===== config.mk =====
export PLATFORM = sky130hd
export DESIGN_NAME = epoch_fence_bounded_queue_top
export DESIGN_NICKNAME = d
export VERILOG_FILES = /design/src/efbq_pkg.sv /design/src/efbq_ram.sv /design/src/efbq_front.sv /design/src/efbq_back.sv /design/src/epoch_fence_bounded_queue_top.sv
export SDC_FILE = /design/constraint.sdc
export NUM_CORES = 2
export LEC_CHECK = 0
export ABC_AREA = 1
export BUFFER_PORTS_ARGS = -buffer_cell sky130_fd_sc_hd__buf_4
export CORE_ASPECT_RATIO = 1.25
export CORE_UTILIZATION = 35
export DETAILED_ROUTE_END_ITERATION = 8
export PLACE_DENSITY_LB_ADDON = 0.05
export SYNTH_ARGS = -nofsm -noshare
export SYNTH_HDL_FRONTEND = slang
export SYNTH_HIERARCHICAL = 1
export SYNTH_SLANG_ARGS = --single-unit

===== constraint.sdc =====
create_clock -name clk -period 25 [get_ports clk]
set_input_delay 2.5 -clock clk [delete_from_list [all_inputs] [get_ports clk]]
set_output_delay 2.5 -clock clk [all_outputs]
set_load 0.01 [all_outputs]

===== src/efbq_pkg.sv =====
package efbq_pkg;

  localparam int QUEUE_DEPTH_DEF = 16;

  localparam int CMD_W      = 2;
  localparam int EPOCH_W    = 32;
  localparam int USER_W     = 32;
  localparam int TAG_W      = 32;
  localparam int SIZE_W     = 20;
  localparam int STATUS_W   = 3;
  localparam int MAXEV_W    = 5;
  localparam int CFG_IDX_W  = 2;
  localparam int CFG_DATA_W = 20;

  localparam logic [MAXEV_W-1:0] MAX_EVENTS_RST = 5'd16;
  localparam logic [SIZE_W-1:0]  MAX_BYTES_RST  = 20'd65536;

  localparam logic [CFG_IDX_W-1:0] REG_MAX_EVENTS = 2'd0;
  localparam logic [CFG_IDX_W-1:0] REG_MAX_BYTES  = 2'd1;

  typedef enum logic [CMD_W-1:0] {
    CMD_ADMIT    = 2'd0,
    CMD_ACTIVATE = 2'd1,
    CMD_RESET    = 2'd2,
    CMD_IGNORED  = 2'd3
  } cmd_t;

  typedef enum logic [1:0] {
    OP_ADMIT,
    OP_ACTIVATE,
    OP_RESET
  } op_kind_t;

  typedef enum logic [STATUS_W-1:0] {
    ST_OVERSIZED   = 3'd0,
    ST_QUEUED      = 3'd1,
    ST_STALE       = 3'd2,
    ST_CURRENT     = 3'd3,
    ST_ACT_REJECT  = 3'd4,
    ST_ACT_ACCEPT  = 3'd5,
    ST_RELEASED    = 3'd6,
    ST_RESET_DONE  = 3'd7
  } status_t;

  typedef struct packed {
    op_kind_t             kind;
    logic [EPOCH_W-1:0]   epoch;
    logic [USER_W-1:0]    user;
    logic [TAG_W-1:0]     tag;
    logic [SIZE_W-1:0]    size;
  } op_t;

endpackage


===== src/efbq_ram.sv =====
module efbq_ram #(
  parameter int WIDTH = 8,
  parameter int DEPTH = 16
) (
  input  logic                                    clk,
  input  logic                                    we,
  input  logic [((DEPTH > 1) ? $clog2(DEPTH) : 1)-1:0] waddr,
  input  logic [WIDTH-1:0]                        wdata,
  input  logic                                    re,
  input  logic [((DEPTH > 1) ? $clog2(DEPTH) : 1)-1:0] raddr,
  output logic [WIDTH-1:0]                        rdata
);

  logic [WIDTH-1:0] mem_r [DEPTH];
  logic [WIDTH-1:0] rdata_r;

  always_ff @(posedge clk) begin
    if (we) begin
      mem_r[waddr] <= wdata;
    end
    if (re) begin
      rdata_r <= mem_r[raddr];
    end
  end

  assign rdata = rdata_r;

endmodule


===== src/efbq_front.sv =====
module efbq_front
  import efbq_pkg::*;
(
  input  logic              clk,
  input  logic              rst_n,
  input  logic              in_valid,
  output logic              in_ready,
  input  logic [CMD_W-1:0]  in_cmd,
  input  logic [EPOCH_W-1:0] in_epoch,
  input  logic [USER_W-1:0] in_user_id,
  input  logic [TAG_W-1:0]  in_event_tag,
  input  logic [SIZE_W-1:0] in_event_size,
  output logic              op_valid,
  input  logic              op_ready,
  output op_t               op
);

  op_t        fifo_r [2];
  logic       wr_ptr_r;
  logic       rd_ptr_r;
  logic [1:0] cnt_r;

  op_t  op_in;
  logic push;
  logic pop;
  logic keep;

  always_comb begin
    op_in.epoch = in_epoch;
    op_in.user  = in_user_id;
    op_in.tag   = in_event_tag;
    op_in.size  = in_event_size;
    op_in.kind  = OP_ADMIT;
    keep        = 1'b0;
    unique case (cmd_t'(in_cmd))
      CMD_ADMIT: begin
        op_in.kind = OP_ADMIT;
        keep       = 1'b1;
      end
      CMD_ACTIVATE: begin
        op_in.kind = OP_ACTIVATE;
        keep       = 1'b1;
      end
      CMD_RESET: begin
        op_in.kind = OP_RESET;
        keep       = 1'b1;
      end
      default: begin
        keep = 1'b0;
      end
    endcase
  end

  assign in_ready = (cnt_r != 2'd2);
  assign push     = in_valid && in_ready && keep;
  assign op_valid = (cnt_r != 2'd0);
  assign pop      = op_valid && op_ready;
  assign op       = fifo_r[rd_ptr_r];

  always_ff @(posedge clk) begin
    if (push) begin
      fifo_r[wr_ptr_r] <= op_in;
    end
    if (!rst_n) begin
      wr_ptr_r <= 1'b0;
      rd_ptr_r <= 1'b0;
      cnt_r    <= 2'd0;
    end else begin
      if (push) begin
        wr_ptr_r <= ~wr_ptr_r;
      end
      if (pop) begin
        rd_ptr_r <= ~rd_ptr_r;
      end
      if (push && !pop) begin
        cnt_r <= cnt_r + 2'd1;
      end else if (pop && !push) begin
        cnt_r <= cnt_r - 2'd1;
      end
    end
  end

endmodule


===== src/efbq_back.sv =====
module efbq_back
  import efbq_pkg::*;
#(
  parameter int QUEUE_DEPTH = QUEUE_DEPTH_DEF
) (
  input  logic                  clk,
  input  logic                  rst_n,
  input  logic                  op_valid,
  output logic                  op_ready,
  input  op_t                   op,
  input  logic                  cfg_valid,
  output logic                  cfg_ready,
  input  logic [CFG_IDX_W-1:0]  cfg_index,
  input  logic [CFG_DATA_W-1:0] cfg_data,
  output logic                  out_valid,
  input  logic                  out_ready,
  output logic [STATUS_W-1:0]   out_status,
  output logic                  out_changed,
  output logic [TAG_W-1:0]      out_tag,
  output logic [SIZE_W-1:0]     out_size,
  output logic                  out_last
);

  localparam int HW    = (QUEUE_DEPTH > 1) ? $clog2(QUEUE_DEPTH) : 1;
  localparam int CW    = $clog2(QUEUE_DEPTH + 1);
  localparam int ENT_W = TAG_W + SIZE_W;

  typedef enum logic [2:0] {
    S_IDLE,
    S_EXEC,
    S_EV_CHK,
    S_EV_UPD,
    S_REL_RD,
    S_REL_OUT
  } state_t;

  state_t               state_r, state_nxt;
  op_t                  op_r, op_nxt;
  logic                 has_ctx_r, has_ctx_nxt;
  logic [EPOCH_W-1:0]   act_epoch_r, act_epoch_nxt;
  logic [USER_W-1:0]    act_user_r, act_user_nxt;
  logic [HW-1:0]        head_r, head_nxt;
  logic [CW-1:0]        count_r, count_nxt;
  logic [SIZE_W-1:0]    wb_r, wb_nxt;
  logic [HW-1:0]        rel_ptr_r, rel_ptr_nxt;
  logic [CW-1:0]        rel_left_r, rel_left_nxt;
  logic [MAXEV_W-1:0]   max_events_r, max_events_nxt;
  logic [SIZE_W-1:0]    max_bytes_r, max_bytes_nxt;
  logic                 out_valid_r, out_valid_nxt;
  status_t              out_status_r, out_status_nxt;
  logic                 out_changed_r, out_changed_nxt;
  logic [TAG_W-1:0]     out_tag_r, out_tag_nxt;
  logic [SIZE_W-1:0]    out_size_r, out_size_nxt;
  logic                 out_last_r, out_last_nxt;

  logic [CW-1:0]        lim;
  logic                 out_free;
  logic                 newer;
  logic                 over_budget;
  logic                 must_drop;
  logic [CW:0]          slot_sum;
  logic [HW-1:0]        slot;
  logic                 ram_we;
  logic                 ram_re;
  logic [HW-1:0]        ram_raddr;
  logic [ENT_W-1:0]     ram_rdata;
  logic [TAG_W-1:0]     rd_tag;
  logic [SIZE_W-1:0]    rd_size;

  function automatic logic [HW-1:0] ptr_inc(input logic [HW-1:0] p);
    ptr_inc = (32'(p) == QUEUE_DEPTH - 1) ? '0 : p + 1'b1;
  endfunction

  efbq_ram #(
    .WIDTH (ENT_W),
    .DEPTH (QUEUE_DEPTH)
  ) u_qram (
    .clk   (clk),
    .we    (ram_we),
    .waddr (slot),
    .wdata ({op_r.tag, op_r.size}),
    .re    (ram_re),
    .raddr (ram_raddr),
    .rdata (ram_rdata)
  );

  assign rd_tag  = ram_rdata[ENT_W-1:SIZE_W];
  assign rd_size = ram_rdata[SIZE_W-1:0];

  always_comb begin
    if (max_events_r == '0) begin
      lim = CW'(1);
    end else if (32'(max_events_r) > QUEUE_DEPTH) begin
      lim = CW'(QUEUE_DEPTH);
    end else begin
      lim = CW'(max_events_r);
    end
  end

  assign out_free    = !out_valid_r || out_ready;
  assign newer       = !has_ctx_r || (op_r.epoch > act_epoch_r);
  assign over_budget = ({1'b0, op_r.size} + {1'b0, wb_r}) > {1'b0, max_bytes_r};
  assign must_drop   = (count_r != '0) && ((count_r >= lim) || over_budget);
  assign slot_sum    = (CW + 1)'(head_r) + (CW + 1)'(count_r);
  assign slot        = (slot_sum >= (CW + 1)'(QUEUE_DEPTH)) ?
                       HW'(slot_sum - (CW + 1)'(QUEUE_DEPTH)) : HW'(slot_sum);

  assign op_ready  = (state_r == S_IDLE);
  assign cfg_ready = 1'b1;
  assign ram_re    = ((state_r == S_EV_CHK) && must_drop) || (state_r == S_REL_RD);
  assign ram_raddr = (state_r == S_REL_RD) ? rel_ptr_r : head_r;
  assign ram_we    = (state_r == S_EV_CHK) && !must_drop && out_free;

  always_comb begin
    state_nxt       = state_r;
    op_nxt          = op_r;
    has_ctx_nxt     = has_ctx_r;
    act_epoch_nxt   = act_epoch_r;
    act_user_nxt    = act_user_r;
    head_nxt        = head_r;
    count_nxt       = count_r;
    wb_nxt          = wb_r;
    rel_ptr_nxt     = rel_ptr_r;
    rel_left_nxt    = rel_left_r;
    max_events_nxt  = max_events_r;
    max_bytes_nxt   = max_bytes_r;
    out_valid_nxt   = out_valid_r && !out_ready;
    out_status_nxt  = out_status_r;
    out_changed_nxt = out_changed_r;
    out_tag_nxt     = out_tag_r;
    out_size_nxt    = out_size_r;
    out_last_nxt    = out_last_r;

    if (cfg_valid) begin
      if (cfg_index == REG_MAX_EVENTS) begin
        max_events_nxt = cfg_data[MAXEV_W-1:0];
      end else if (cfg_index == REG_MAX_BYTES) begin
        max_bytes_nxt = cfg_data[SIZE_W-1:0];
      end
    end

    unique case (state_r)
      S_IDLE: begin
        if (op_valid) begin
          op_nxt    = op;
          state_nxt = S_EXEC;
        end
      end
      S_EXEC: begin
        if (out_free) begin
          out_changed_nxt = 1'b0;
          out_tag_nxt     = '0;
          out_size_nxt    = '0;
          out_last_nxt    = 1'b1;
          state_nxt       = S_IDLE;
          unique case (op_r.kind)
            OP_ADMIT: begin
              priority if (newer && (op_r.size > max_bytes_r)) begin
                out_valid_nxt  = 1'b1;
                out_status_nxt = ST_OVERSIZED;
              end else if (newer) begin
                state_nxt = S_EV_CHK;
              end else if ((op_r.epoch != act_epoch_r) || (op_r.user != act_user_r)) begin
                out_valid_nxt  = 1'b1;
                out_status_nxt = ST_STALE;
              end else begin
                out_valid_nxt  = 1'b1;
                out_status_nxt = ST_CURRENT;
              end
            end
            OP_ACTIVATE: begin
              out_valid_nxt = 1'b1;
              if (has_ctx_r && (op_r.epoch < act_epoch_r)) begin
                out_status_nxt = ST_ACT_REJECT;
              end else begin
                out_status_nxt  = ST_ACT_ACCEPT;
                out_changed_nxt = !has_ctx_r || (op_r.epoch != act_epoch_r) ||
                                  (op_r.user != act_user_r);
                out_last_nxt    = (count_r == '0);
                has_ctx_nxt     = 1'b1;
                act_epoch_nxt   = op_r.epoch;
                act_user_nxt    = op_r.user;
                wb_nxt          = '0;
                rel_ptr_nxt     = head_r;
                rel_left_nxt    = count_r;
                count_nxt       = '0;
                head_nxt        = '0;
                if (count_r != '0) begin
                  state_nxt = S_REL_RD;
                end
              end
            end
            OP_RESET: begin
              out_valid_nxt  = 1'b1;
              out_status_nxt = ST_RESET_DONE;
              has_ctx_nxt    = 1'b0;
              act_epoch_nxt  = '0;
              act_user_nxt   = '0;
              head_nxt       = '0;
              count_nxt      = '0;
              wb_nxt         = '0;
            end
            default: begin
              state_nxt = S_IDLE;
            end
          endcase
        end
      end
      S_EV_CHK: begin
        if (must_drop) begin
          state_nxt = S_EV_UPD;
        end else if (out_free) begin
          count_nxt       = count_r + 1'b1;
          wb_nxt          = wb_r + op_r.size;
          out_valid_nxt   = 1'b1;
          out_status_nxt  = ST_QUEUED;
          out_changed_nxt = 1'b0;
          out_tag_nxt     = '0;
          out_size_nxt    = '0;
          out_last_nxt    = 1'b1;
          state_nxt       = S_IDLE;
        end
      end
      S_EV_UPD: begin
        wb_nxt    = (rd_size > wb_r) ? '0 : wb_r - rd_size;
        head_nxt  = ptr_inc(head_r);
        count_nxt = count_r - 1'b1;
        state_nxt = S_EV_CHK;
      end
      S_REL_RD: begin
        state_nxt = S_REL_OUT;
      end
      S_REL_OUT: begin
        if (out_free) begin
          out_valid_nxt   = 1'b1;
          out_status_nxt  = ST_RELEASED;
          out_changed_nxt = 1'b0;
          out_tag_nxt     = rd_tag;
          out_size_nxt    = rd_size;
          out_last_nxt    = (rel_left_r == CW'(1));
          rel_ptr_nxt     = ptr_inc(rel_ptr_r);
          rel_left_nxt    = rel_left_r - 1'b1;
          state_nxt       = (rel_left_r == CW'(1)) ? S_IDLE : S_REL_RD;
        end
      end
      default: begin
        state_nxt = S_IDLE;
      end
    endcase
  end

  always_ff @(posedge clk) begin
    op_r          <= op_nxt;
    out_status_r  <= out_status_nxt;
    out_changed_r <= out_changed_nxt;
    out_tag_r     <= out_tag_nxt;
    out_size_r    <= out_size_nxt;
    out_last_r    <= out_last_nxt;
    rel_ptr_r     <= rel_ptr_nxt;
    if (!rst_n) begin
      state_r      <= S_IDLE;
      has_ctx_r    <= 1'b0;
      act_epoch_r  <= '0;
      act_user_r   <= '0;
      head_r       <= '0;
      count_r      <= '0;
      wb_r         <= '0;
      rel_left_r   <= '0;
      max_events_r <= MAX_EVENTS_RST;
      max_bytes_r  <= MAX_BYTES_RST;
      out_valid_r  <= 1'b0;
    end else begin
      state_r      <= state_nxt;
      has_ctx_r    <= has_ctx_nxt;
      act_epoch_r  <= act_epoch_nxt;
      act_user_r   <= act_user_nxt;
      head_r       <= head_nxt;
      count_r      <= count_nxt;
      wb_r         <= wb_nxt;
      rel_left_r   <= rel_left_nxt;
      max_events_r <= max_events_nxt;
      max_bytes_r  <= max_bytes_nxt;
      out_valid_r  <= out_valid_nxt;
    end
  end

  assign out_valid   = out_valid_r;
  assign out_status  = out_status_r;
  assign out_changed = out_changed_r;
  assign out_tag     = out_tag_r;
  assign out_size    = out_size_r;
  assign out_last    = out_last_r;

`ifndef SYNTHESIS
  a_count_bound: assert property (@(posedge clk) disable iff (!rst_n)
    count_r <= CW'(QUEUE_DEPTH))
    else $error("held count above queue depth");

  a_drop_nonempty: assert property (@(posedge clk) disable iff (!rst_n)
    (state_r == S_EV_UPD) |-> (count_r != '0))
    else $error("drop from empty queue");

  a_reset_clears: assert property (@(posedge clk) disable iff (!rst_n)
    (state_r == S_EXEC && op_r.kind == OP_RESET && out_free)
      |=> (count_r == '0 && wb_r == '0 && !has_ctx_r))
    else $error("reset op left state behind");

  a_release_beat: assert property (@(posedge clk) disable iff (!rst_n)
    (state_r == S_REL_OUT && out_free)
      |=> (out_valid_r && out_status_r == ST_RELEASED))
    else $error("release beat missing");
`endif

endmodule


===== src/epoch_fence_bounded_queue_top.sv =====
// Epoch fence with a bounded event queue. Commands enter a two-entry queue in
// the front end, and a back-end sequencer runs them one at a time against the
// fence state and a single-port-read event RAM with registered read. A stale,
// current, oversized, rejected or reset command passes through the idle and
// execute states only; an admit that queues also visits the check state, plus
// one check and update pass per dropped event, and an activation adds one RAM
// read and one output state per released event. Results leave through an
// output register, so one beat may wait while the next command is taken in.
module epoch_fence_bounded_queue_top
  import efbq_pkg::*;
#(
  parameter int QUEUE_DEPTH = QUEUE_DEPTH_DEF
) (
  input  logic                  clk,
  input  logic                  rst_n,
  input  logic                  in_valid,
  output logic                  in_ready,
  input  logic [CMD_W-1:0]      in_cmd,
  input  logic [EPOCH_W-1:0]    in_epoch,
  input  logic [USER_W-1:0]     in_user_id,
  input  logic [TAG_W-1:0]      in_event_tag,
  input  logic [SIZE_W-1:0]     in_event_size,
  input  logic                  cfg_valid,
  output logic                  cfg_ready,
  input  logic [CFG_IDX_W-1:0]  cfg_index,
  input  logic [CFG_DATA_W-1:0] cfg_data,
  output logic                  out_valid,
  input  logic                  out_ready,
  output logic [STATUS_W-1:0]   out_status,
  output logic                  out_changed,
  output logic [TAG_W-1:0]      out_tag,
  output logic [SIZE_W-1:0]     out_size,
  output logic                  out_last
);

  logic op_valid;
  logic op_ready;
  op_t  op;

  efbq_front u_front (
    .clk           (clk),
    .rst_n         (rst_n),
    .in_valid      (in_valid),
    .in_ready      (in_ready),
    .in_cmd        (in_cmd),
    .in_epoch      (in_epoch),
    .in_user_id    (in_user_id),
    .in_event_tag  (in_event_tag),
    .in_event_size (in_event_size),
    .op_valid      (op_valid),
    .op_ready      (op_ready),
    .op            (op)
  );

  efbq_back #(
    .QUEUE_DEPTH (QUEUE_DEPTH)
  ) u_back (
    .clk         (clk),
    .rst_n       (rst_n),
    .op_valid    (op_valid),
    .op_ready    (op_ready),
    .op          (op),
    .cfg_valid   (cfg_valid),
    .cfg_ready   (cfg_ready),
    .cfg_index   (cfg_index),
    .cfg_data    (cfg_data),
    .out_valid   (out_valid),
    .out_ready   (out_ready),
    .out_status  (out_status),
    .out_changed (out_changed),
    .out_tag     (out_tag),
    .out_size    (out_size),
    .out_last    (out_last)
  );

endmodule


# After elaboration in Yosys (flattened, before gate mapping)
# Memories as Yosys holds them, arrays and structs flattened. A register that Yosys moved wholly into a read port is not among the register bits.
# Cells that the tools add are included.
[totals]
n_memories = 2
input_bits = 145
ram_bits = 1068
elab_cells = 224
latchBits = 0
rom_bits = 0
register_bits = 193
[memory_table]
columns = ["name", "words", "width", "read_ports", "rd_clocked_by_memory_dff", "wr", "line", "text"]
rows = [
  ["u_back.u_qram.mem_r", 16, 52, 1, 1, 1, "efbq_ram.sv:14", "logic [WIDTH-1:0] mem_r [DEPTH];"],
  ["u_front.fifo_r", 2, 118, 1, 1, 1, "efbq_front.sv:18", "op_t fifo_r [2];"],
]
[op_classes]
shift = 0
div = 0
eq_ne = 29
n_mul = 0
n_mux = 97
n_reduce_logical = 53
add_sub_neg = 12
n_lt_le_gt_ge = 8
n_bitwise = 3
[op_table]
columns = ["cell", "n"]
rows = [
  ["$mux 20", 8],
  ["$mux 32", 5],
  ["$pmux 32 s2", 2],
  ["$pmux 20 s3", 2],
  ["$pmux 32 s3", 1],
  ["$ne 32x32->1", 2],
  ["$mux 5", 10],
  ["$mux 3", 15],
  ["$gt 20x20->1", 2],
  ["$mux 4", 10],
  ["$pmux 20 s2", 1],
  ["$gt 32x32->1", 1],
  ["$lt 32x32->1", 1],
  ["$mux 1", 24],
  ["$pmux 4 s2", 3],
  ["$add 20x20->21", 1],
  ["$gt 21x20->1", 1],
  ["$add 20x20->20", 1],
  ["$pmux 5 s2", 2],
  ["$sub 20x20->20", 1],
  ["$pmux 3 s3", 2],
  ["$pmux 3 s6", 1],
  ["$pmux 5 s3", 1],
  ["$logic_and 1x1->1", 12],
  ["46 further kinds", 93],
]

# Depth between registers and ports, before layout
[depth]
word_depth = 11
mapped_depth = 32

# Hierarchy
# The synthesis kept the hierarchy.
[by_module_without_submodules]
columns = ["mod", "area_each_um2", "instances", "cells_per_inst"]
rows = [
  ["efbq_ram", 37031.8, 1, 3426],
  ["efbq_back", 15891.5, 1, 1774],
  ["efbq_front", 8843.5, 1, 410],
]

# Least setup slack after synthesis
# No wires, ideal clock.
[synth_timing]
path_kind = "input-to-reg"
start = "input port in_cmd[0]"
end = "memory u_front/fifo_r[0][0] (netlist name) (enable)"
stages = 3
n_path_buf = 0
setup_slack_ps = 13692
t_arrival_ps = 10568
cell_sequence = "nand2_1 > nand2_1 > nor3_1"
[synth_between]
elab_chain_cells = 6
elab_cells_between_ends = 8
[synth_rtl]
columns = ["item", "line", "text"]
rows = [
  ["start: declaration", "epoch_fence_bounded_queue_top.sv:18", "input logic [CMD_W-1:0] in_cmd,"],
  ["$eq 2x1->1 (tied with other cells)", "efbq_front.sv:35", "unique case (cmd_t'(in_cmd))"],
  ["$reduce_or 3->1 (no source line) *", "n/a", ""],
  ["$mux 1 *", "efbq_front.sv:35", ""],
  ["$logic_and 1x1->1 *", "efbq_front.sv:55", "assign push = in_valid && in_ready && keep;"],
  ["$mux 1 *", "efbq_front.sv:61", "if (push) begin"],
  ["$mux 1 (implied by the code) *", "efbq_front.sv:62", "fifo_r[wr_ptr_r] <= op_in;"],
  ["end: declaration", "efbq_front.sv:18", ""],
]
# Every way passes the cells marked *; elsewhere a longest branch is shown, timed or not.

# Worst setup path in the final report
[layout_timing]
start = "register u_back/op_r[1] (netlist name)"
end = "memory u_back/u_qram/mem_r[15][8] (netlist name) (enable)"
[layout_between]
elab_chain_cells = 9
[layout_rtl]
columns = ["item", "line", "text"]
rows = [
  ["start: declaration", "efbq_back.sv:38", "op_t op_r, op_nxt;"],
  ["start signal: assignment", "efbq_back.sv:253", "op_r <= op_nxt;"],
  ["$add 20x20->21", "efbq_back.sv:102", "assign over_budget = ({1'b0, op_r.size} + {1'b0, wb_r}) > {1'b0, max_bytes_r};"],
  ["$gt 21x20->1", "efbq_back.sv:102", ""],
  ["$logic_or 1x1->1", "efbq_back.sv:103", "assign must_drop = (count_r != '0) && ((count_r >= lim) || over_budget);"],
  ["$logic_and 1x1->1", "efbq_back.sv:103", ""],
  ["$logic_not 1->1", "efbq_back.sv:112", "assign ram_we = (state_r == S_EV_CHK) && !must_drop && out_free;"],
  ["$logic_and 1x1->1 (2 in a row)", "efbq_back.sv:112", ""],
  ["named net u_back.ram_we", "efbq_back.sv:63", "logic ram_we;"],
  ["$mux 1", "efbq_ram.sv:18", "if (we) begin"],
  ["$mux 1 (implied by the code)", "efbq_ram.sv:19", "mem_r[waddr] <= wdata;"],
  ["end: declaration", "efbq_ram.sv:14", ""],
]
# The timed path passes the listed nets, and every way through them passes these cells.

==> metrics.csv <==
metric,value,unit
Max Cap Violations,0,
"EDFF count, synth",1299,
Synth async-reset ratio,0,%
final setup fails,0,
Filler Cell Count,17075,
Setup Skew,0.02228,ns
Yosys warning total,6,
TritonCTS Sinks,1432,
global-route wire length before repair,249000,um
initial core utilization,35.17,%
violated checks,design-rule violations,
remaining antenna violation count,0,
Pins Over Slew Limit,0,
Place WS,17.93,ns
Fmax achieved,140.5,MHz
post-DR vias/cell,4.698,
HP Class,reg2reg,
Core Region,175600,sq um
Die Span X,377.7,um
Post-synth top cells,"1412 x nand2_1, 1299 x edfxtp_1, 853 x inv_1, 727 x nand3_1, 207 x nor2_1",
final worst setup slack,17.88,ns
top cell type by total area after synthesis,edfxtp_1,
Post-CTS Setup Inserts,0,
RSZ-0062 raised after global routing,false,
Critical Path Source Type,flop,
CP Data Required Time,25.41,ns
synthesized area per cell,11.01,sq um
min cycle time layout,7.118,ns
P&R area growth vs syn,14.40,%
hold buffers post-CTS,0,
via count,38862,
antenna violations before repair,3,
WL/cell,20.22,um
Tcrit/Tclk final,28.47,%
max_slew headroom,24.41,%
Critical Path End Type,flop,
crit path max-delay cell type,nor2_4,
vias in the first global route,38682,
Worst EP arrival,7.53,ns
Ports,205,
First DRT Iteration DRCs,2392,
Pre-antenna DRT Iters,8,
Fin. Hold Viols,0,
root buf cell,clkbuf_16,
crit-path leading delay family,simple AND/OR/NAND/NOR gates,
cell repeated most along the worst path,nand2_1,
maximum vdd drop,0.06332,mV
worst-margin pin slew,1.134,ns
Seq cells post-synth,1432,
layout net count,6080,
PwrDens,99.88,nW/um^2
unique cell type count in the Yosys netlist,50,
H-Tree Depth,4,
Setup TNS,0,ns
post-route DRC violation count,1,
"Primary FF master, synth",edfxtp_1,
cts repair resizes,0,
Buf/Inv on CP,3,
share of the synthesized area in the top cell type,63.15,%
top-count cell post-synth,nand2_1,
GP Congestion,0.8148,
Die Ht,471.7,um
GRT Overall Usage,18.80,%
Post-Route WL,167200,um
port buffer count,203,
share of post-route cells with drive strength above 1,11.20,%
Synth area leaders,"edfxtp_1 63%, nand2_1 8.6%, nand3_1 5.9%",
TritonCTS clock tree,yes,
Die Area,178200,sq um
sequential fraction of the synthesis area,67.46,%
total congestion overflow,0,
clock buffer depth,3,
syn_nets,5891,
CTS Buf Count,158,
mapped cell area,61770,sq um
"Clk Latency, worst-skew pair",0.79,ns
Worst path max stage delay,0.93,ns
clk slew on worst S/H paths,0.06,ns
hpwl dp,96310,um
worst-path maximum fanout,32,
Mapped Cells,5610,
# rows,172,
Leak,28.15,nW
Setup CP Type,reg2reg,
largest net degree at the start of global routing,158,
status,"complete, but fails checks",
## per-layer routing
| layer | track usage (%) | wire length [um] | vias to the layer above |
|---|---|---|---|
| met1 | 24.20 | 74420 | 18997 |
| met4 | 5.224 | 3536 | 0 |
| li1 | - | - | 19052 |
| met2 | 32.90 | 84090 | 609 |
| met3 | 2.432 | 5173 | 204 |
| met5 | 0 | 0 | - |
## path summary, 6_finish.rpt
| path | from | to | slack (ns) | cells after the start |
|---|---|---|---|---|
| min | u_back/act_epoch_r[10] | u_back/act_epoch_r[10] | 0.46 | 2 |
| max reg2reg | u_back/op_r[1] | u_back/u_qram/mem_r[15][8] | 17.88 | 28 |
| min reg2reg | u_back/act_epoch_r[10] | u_back/act_epoch_r[10] | 0.46 | 2 |
| max | u_back/op_r[1] | u_back/u_qram/mem_r[15][8] | 17.88 | 28 |
## power by group
group	total, mW	switching [mW]	internal (mW)
Combinational	1.38	0.875	0.504
Clock	2.22	0.962	1.25
Sequential	3.46	0.338	3.12
Total	7.06	2.18	4.88
## kinds of logic (layout without fill, tap and decap cells)
family,Yosys count,in the layout,synth area share [%]
multiplexers,119,119,2.289
other,1,2,0.006071
flip-flops,1432,1432,67.46
adder cells (fa/ha/maj),136,136,2.804
XOR/XNOR,70,70,0.9926
buffers and inverters,1101,1413,7.102
AO/OA/AOI/OAI,331,331,2.834
AND/OR/NAND/NOR,2420,2420,16.51
## worst reg2reg max path, delay by kind of cell, from the launching register on
| family | cells | cell delay, ns |
|---|---|---|
| fa+ha+maj | 2 | 0.77 |
| compound gates | 6 | 0.92 |
| xor+xnor | 1 | 0.24 |
| simple gates | 16 | 3.17 |
| flops | 1 | 0.75 |
| buf+inv | 3 | 0.92 |
## placed cells by master (no fill, tap or decap), types with 17 or more instances in the layout
master,count
ha_1,132
nor2_1,190
edfxtp_1,1299
buf_4,267
clkbuf_1,47
mux2_2,98
nand4_1,23
clkbuf_16,164
nand2_1,1410
nor2_4,17
nand3_1,727
dfxtp_1,132
xnor2_1,47
inv_1,849
a21oi_1,194
xor2_1,23
clkinv_2,27
clkinv_1,25
mux2_4,20
o21ai_0,86
## state kept, by name (all words and copies together), names as in the netlist, 5 cells and up, named ones only
register             count
u_back/u_qram/mem_r    832
u_front/fifo_r         236
u_back/op_r            118
u_back/u_qram/rdata     52
u_back/act_epoch_r      32
u_back/act_user_r       32
u_back/out_tag          32
u_back/max_bytes_r      20
u_back/out_size         20
u_back/wb_r             20
u_back/count_r           5
u_back/max_events_r      5
u_back/rel_left_r        5
## per-stage QoR
stage,std cells,total power [mW],hold slack (ns),util [%],area (sq um)
6_report,8272,7.058,0.4632,40.24,70660
5_1_grt,8272,7.449,0.4791,40.24,70660
4_1_cts,8271,7.185,0.4652,40.24,70660
3_5_place_dp,7988,4.927,0.4555,37.47,65800
3_3_place_gp,7988,4.927,0.4481,37.47,65800
2_1_floorplan,5610,4.334,0.4289,-,61770
## final cells by class
cell class	count	area (sq um)	area share, %
multi-input cells	3077	15900	22.51
clock buffers	213	4308	6.096
inverters	862	3259	4.613
clock inverters	70	551.8	0.7809
flip-flops and latches	1432	41670	58.98
well taps	2349	2939	4.159
repair buffers	268	2024	2.865
diodes	1	2.502	0.003541
No activity file was read; power rests on OpenSTA's default activity.
